**src/hw/rtl/skt_pkg.sv**
```systemverilog
// Shared widths, codes and control types for the sorted key table.
package skt_pkg;

   localparam int CAPACITY_DEF = 128;

   localparam int KEY_W   = 31;
   localparam int PL_W    = 32;
   localparam int MODE_W  = 2;
   localparam int STAT_W  = 2;
   localparam int INDEX_W = 7;
   localparam int COUNT_W = 8;

   localparam logic [MODE_W-1:0] MODE_INSERT = 2'd0;
   localparam logic [MODE_W-1:0] MODE_SEARCH = 2'd1;
   localparam logic [MODE_W-1:0] MODE_DELETE = 2'd2;
   localparam logic [MODE_W-1:0] MODE_CHECK  = 2'd3;

   localparam logic [STAT_W-1:0] ST_OK        = 2'd0;
   localparam logic [STAT_W-1:0] ST_NOT_FOUND = 2'd1;
   localparam logic [STAT_W-1:0] ST_FULL      = 2'd2;

   // broadcast from the sequencer to every cell
   typedef struct packed {
      logic             cmp;     // capture compare flags
      logic             op_ins;  // request is an insert (selects head vs hit)
      logic             ins;     // apply insert this cycle
      logic             del;     // apply delete this cycle
      logic [KEY_W-1:0] key;
      logic [PL_W-1:0]  payload;
   } cell_ctrl_type;

endpackage

```
**src/hw/rtl/skt_cell.sv**
```systemverilog
// One table slot: holds an entry, compares it with the broadcast key and shifts.
module skt_cell (
   input  logic                        clock,
   input  logic                        reset,
   input  skt_pkg::cell_ctrl_type      ctrl,
   input  logic                        occ,
   input  logic                        prev_occ,
   input  logic                        prev_lt,
   input  logic [skt_pkg::KEY_W-1:0]   prev_key,
   input  logic [skt_pkg::PL_W-1:0]    prev_payload,
   input  logic [skt_pkg::KEY_W-1:0]   next_key,
   input  logic [skt_pkg::PL_W-1:0]    next_payload,
   output logic [skt_pkg::KEY_W-1:0]   key,
   output logic [skt_pkg::PL_W-1:0]    payload,
   output logic                        lt,
   output logic                        pick,
   output logic                        order_ok
);

   logic [skt_pkg::KEY_W-1:0] key_ff, key_in;
   logic [skt_pkg::PL_W-1:0]  pl_ff, pl_in;
   logic                      lt_ff, lt_in;
   logic                      eq_ff, eq_in;
   logic                      ord_ff, ord_in;
   logic                      head, hit;

   assign lt_in  = occ & (key_ff < ctrl.key);
   assign eq_in  = occ & (key_ff == ctrl.key);
   assign ord_in = ~(occ & prev_occ & (prev_key > key_ff));

   // keys stay sorted, so the lt flags form a run from cell 0
   assign head = prev_lt & ~lt_ff;
   assign hit  = prev_lt & eq_ff;

   always_comb begin
      key_in = key_ff;
      pl_in  = pl_ff;
      if (ctrl.ins) begin
         if (head) begin
            key_in = ctrl.key;
            pl_in  = ctrl.payload;
         end else if (prev_occ & ~prev_lt) begin
            key_in = prev_key;
            pl_in  = prev_payload;
         end
      end else if (ctrl.del & occ & ~lt_ff) begin
         key_in = next_key;
         pl_in  = next_payload;
      end
   end

   always_ff @(posedge clock) begin
      key_ff <= key_in;
      pl_ff  <= pl_in;
   end

   always_ff @(posedge clock) begin
      if (reset) begin
         lt_ff  <= 1'b0;
         eq_ff  <= 1'b0;
         ord_ff <= 1'b1;
      end else if (ctrl.cmp) begin
         lt_ff  <= lt_in;
         eq_ff  <= eq_in;
         ord_ff <= ord_in;
      end
   end

   assign key      = key_ff;
   assign payload  = pl_ff;
   assign lt       = lt_ff;
   assign pick     = ctrl.op_ins ? head : hit;
   assign order_ok = ord_ff;

endmodule

```
**config.mk**
```make
export PLATFORM = sky130hd
export DESIGN_NAME = skt_cell
export DESIGN_NICKNAME = d
export VERILOG_FILES = /design/src/hw/rtl/skt_pkg.sv /design/src/hw/rtl/skt_cell.sv
export SDC_FILE = /design/constraint.sdc
export NUM_CORES = 1
export LEC_CHECK = 0
export ABC_AREA = 1
export BUFFER_PORTS_ARGS = -buffer_cell sky130_fd_sc_hd__buf_2
export CORE_UTILIZATION = 47
export CTS_BUF_LIST = sky130_fd_sc_hd__clkbuf_2 sky130_fd_sc_hd__clkbuf_4 sky130_fd_sc_hd__clkbuf_8
export DETAILED_ROUTE_END_ITERATION = 8
export PLACE_DENSITY_LB_ADDON = 0.2
export SLEW_MARGIN = 20
export SYNTH_ARGS = -nofsm -noshare
export SYNTH_HDL_FRONTEND = slang
export SYNTH_SLANG_ARGS = --single-unit
```
**constraint.sdc**
```tcl
create_clock -name clock -period 5.96 [get_ports clock]
set_clock_uncertainty 0.05 [all_clocks]
set_input_delay 0.596 -clock clock [delete_from_list [all_inputs] [get_ports clock]]
set_output_delay 0.596 -clock clock [all_outputs]
set_load 0.02 [all_outputs]
```
== Word level (Yosys, flattened, before mapping) ==
Cells that the tools add are included.
Word-level totals
  output and inout bits: 66
  register bits: 66
  input bits: 198
  logic and storage cells: 32
Operators by class
  equality and inequality tests: 2
  $lt $le $gt $ge: 2
  bitwise gates (word level): 12
  muxes and demuxes: 9
  reduce and logical (&&, ||, !) cells: 2
Operators with widths (count)
  2-to-1 mux 32 bit: 4
  2-to-1 mux 31 bit: 4
  equality test 31 bit: 1
  > comparator 31 bit: 1
  < comparator 31 bit: 1
  AND 1 bit: 9
  inequality test 3 x 1 -> 1 bit (second input constant): 1
  inverter 1 bit: 3
  AND reduction 2 bit: 1
  nonzero test 2 bit: 1
  2-to-1 mux 1 bit: 1

== Depth between registers and ports, before layout ==
  depth after elaboration: 5
  depth in mapped cells: 13
  mapped depth without buffers: 13

== Worst setup path before layout ==
OpenSTA, ideal clock, no wires.
  path type: input port to flip-flop
  start: input port ctrl[64] (netlist bit)
  end: register key_ff (netlist bit key[0]) (enable)
  stages on the path: 5
  path buffers: 2
  data required time: 5.405 ns
  setup time: 0.505 ns
  path slack: 1.336 ns
  arrival time: 4.069 ns
  cell sequence: buf_2 > inv_2 > buf_6 > a211oi_1 > a21oi_1
Between the ends
  cells in the longest elaborated chain, start to end: 2
  elaborated cells on any way between the ends: 3
  those cells by class: eq/ne: 1; reduce/logical: 2
RTL lines
  start: declaration: RTL line skt_cell.sv:5  | input skt_pkg::cell_ctrl_type ctrl,
  inequality test 3 x 1 -> 1 bit (no line) or nonzero test 2 bit (tied branches)
  AND reduction 2 bit (no line) (*)
  end signal: assignment: RTL line skt_cell.sv:53  | key_ff <= key_in;
  end: declaration: RTL line skt_cell.sv:20  | logic [skt_pkg::KEY_W-1:0] key_ff, key_in;
Every way passes the cells marked *; elsewhere a longest branch is shown, timed or not.
A chain may end at the register's enable or synchronous reset.

== Worst setup path in the final report ==
  start: register lt_ff (netlist: lt)
  end: register key_ff (netlist bit key[5]) (enable)
Between the ends
  cells in the longest elaborated chain, start to end: 4
  elaborated cells on any way between the ends: 6
  those cells by class: eq/ne: 1; bitwise: 3; reduce/logical: 2
RTL lines
  start: declaration: RTL line skt_cell.sv:22  | logic lt_ff, lt_in;
  start signal: assignment: RTL line skt_cell.sv:63  | lt_ff <= lt_in;
  inverter 1 bit (*): RTL line skt_cell.sv:32, skt_cell.sv:46
  AND 1 bit (on tied branches): RTL line skt_cell.sv:32, skt_cell.sv:46
  inequality test 3 x 1 -> 1 bit (no line) or nonzero test 2 bit (tied branches)
  AND reduction 2 bit (no line) (*)
Marks and branches as above.

==> qor.txt <==
# port buffers: 263
DRT iter0 DRCs: 325
io pins: 264
Peak supply drop: 0.111 mV
Netlist cell types: 25
H-Tree Depth: 3
Final nets: 1167
MaxCap Viol Count: 0
minimum clock period: 2940 ps
WL per Instance: 14.9 um
hold_ws: 407 ps
GRT Util Overall: 28.4%
leading area contributor after synthesis: edfxtp_1
DRT antenna net count: 0
Mapped Area: 5070 um^2
CTS tree: done
CP Max Fanout: 64
die area: 11200 um^2
CP cell instances: inv_2 > nand2_2 > clkinv_2 > a211oi_1 > a21oi_4 > buf_4
Syn. warnings: 0
top-count cell post-synth: a21oi_1
PD cells: 211 nW/um^2
row count: 37
Synth Register Bits: 66
Setup TNS: 0 ps
DRC violations left: 0
Post-Route WL: 15600 um
Leakage: 3.47 nW
gpl congestion: 0.883
die width: 106 um
first-pass GRT wire length: 24900 um
WP data arrival: 2870 ps
fmax: 0.341 GHz
share of layout cells above drive strength 1: 32.4%
Final Total Pwr: 1.39 mW
Die Y: 106 um
Resized cells post-CTS: 0
Core Box Area: 10400 um^2
largest net degree at the start of global routing: 65
Syn Area/Cell: 7.72 um^2
total setup buffers inserted after CTS: 0
synth cell count leaders: 154 x a21oi_1, 144 x nand2_1, 85 x inv_1, 82 x nor2_1, 63 x edfxtp_1
clock buffer depth: 2
crit path capture type: flop
CTS buffer count: 9
sequential-to-total area share from yosys stat: 38.5%
top cell type's share of synthesized area: 37.3%
Worst Tran Pin Value: 940 ps
RSZ-0062 raised after global routing: no
Worst path slowest cell: a21oi_4
clock sink count: 66
initial antenna violation count: 2
clk slew on worst S/H paths: 70 ps
GRT Residual Overflow: 0
Final Cycle Share: 49.3%
Layout Utilization: 63.7%
ranking of synthesized cells by area: edfxtp_1 37%, ha_1 15%, a21oi_1 15%
Synth Flop Type: edfxtp_1
outcome: finished clean
Initial Util: 48.9%
vias in the first global route: 5423
final number of setup-violating endpoints: 0
CP peak stage delay: 700 ps
Synth Instances: 656
asr flop ratio synth: 0%
Hold Crit Class: in2reg
DR vias/cell: 5.18
max_slew headroom: 37.4%
number of max-slew violations in the final report: 0
root buf cell: clkbuf_8
hold_buf cts: 0
CP Data Required Time: 5900 ps
crit path kind: reg2reg
1st-pass router iterations: 8
P&R area growth vs syn: 30.3%
DR vias: 5435
Synthesized Nets: 916
Post-synth EDFFs: 63
Final Hold Viols: 0
hpwl dp: 11900 um
startpoint type of the worst setup path: flop
clk_lat worst skew: 350 ps
cell usage in the layout, fill, tap and decap left out, types with 9 or more instances in the layout:
master	netlist	final
edfxtp_1	63	63
inv_1	85	85
nand2_1	144	143
nand3_1	11	11
a21oi_1	154	153
nor2_1	82	82
buf_2	8	263
clkbuf_8	0	9
ha_1	62	62
where the power goes:
| group | switching, mW | total, mW | internal [mW] | leakage, nW |
|---|---|---|---|---|
| Combinational | 0.266 | 0.434 | 0.167 | 2.75 |
| Clock | 0.180 | 0.368 | 0.188 | 0.0885 |
| Sequential | 0.0242 | 0.590 | 0.566 | 0.634 |
kinds of logic (layout without fill, tap and decap cells):
kind of cell / count (synthesis) / after routing / synth area share (%)
AOI/OAI and AO/OA: 163 / 163 / 16.4
adders and majority gates: 62 / 62 / 15.3
buffers and inverters: 117 / 372 / 10.3
DFF: 66 / 66 / 38.5
other: 0 / 2 / 0
and+or+nand+nor: 248 / 248 / 19.5
final timing paths:
check / from / to / slack (ps) / cells after the start
min: reset / lt / 410 / 2
min reg2reg: order_ok / order_ok / 430 / 2
max: lt / key[5] / 3020 / 6
max reg2reg: lt / key[5] / 3020 / 6
area by class of cell:
class | instances | area, um^2
fillers | 979 | 3770
flip-flops and latches | 66 | 1950
clock buffers | 9 | 124
inverters | 90 | 339
clock inverters | 6 | 58.8
repair buffers | 267 | 1350
diodes | 2 | 5.00
well taps | 136 | 170
multi-input cells | 473 | 2610
critical path: cells and delay by family, from the launching register on:
family / cells / cell delay [ps]
buf+inv: 3 / 1250
simple gates: 1 / 50
flops: 1 / 330
compound gates: 2 / 860
metrics by stage:
| stage | instance area [um^2] | worst slack (ps) | std cells |
|---|---|---|---|
| floorplan | 5070 | 1340 | 656 |
| global placement | 6410 | 2440 | 1032 |
| detailed placement | 6410 | 2380 | 1032 |
| CTS | 6600 | 2730 | 1047 |
| global route | 6600 | 2800 | 1049 |
| finish | 6600 | 3020 | 1049 |
layer usage:
metal	part of all wire [%]	routed length, um	track usage [%]	up-vias
li1	-	-	-	2682
met1	39	6060	31.9	2452
met2	52	8060	52.3	266
met3	6.7	1040	4.82	35
met4	2.8	439	12.8	0
met5	0	0	0	-
sequential cells by signal, indices dropped and copies added (netlist names):
register,flops
lt,1
order_ok,1
payload,32
eq_ff,1
key,31
Power figures use the tool's default switching activity.
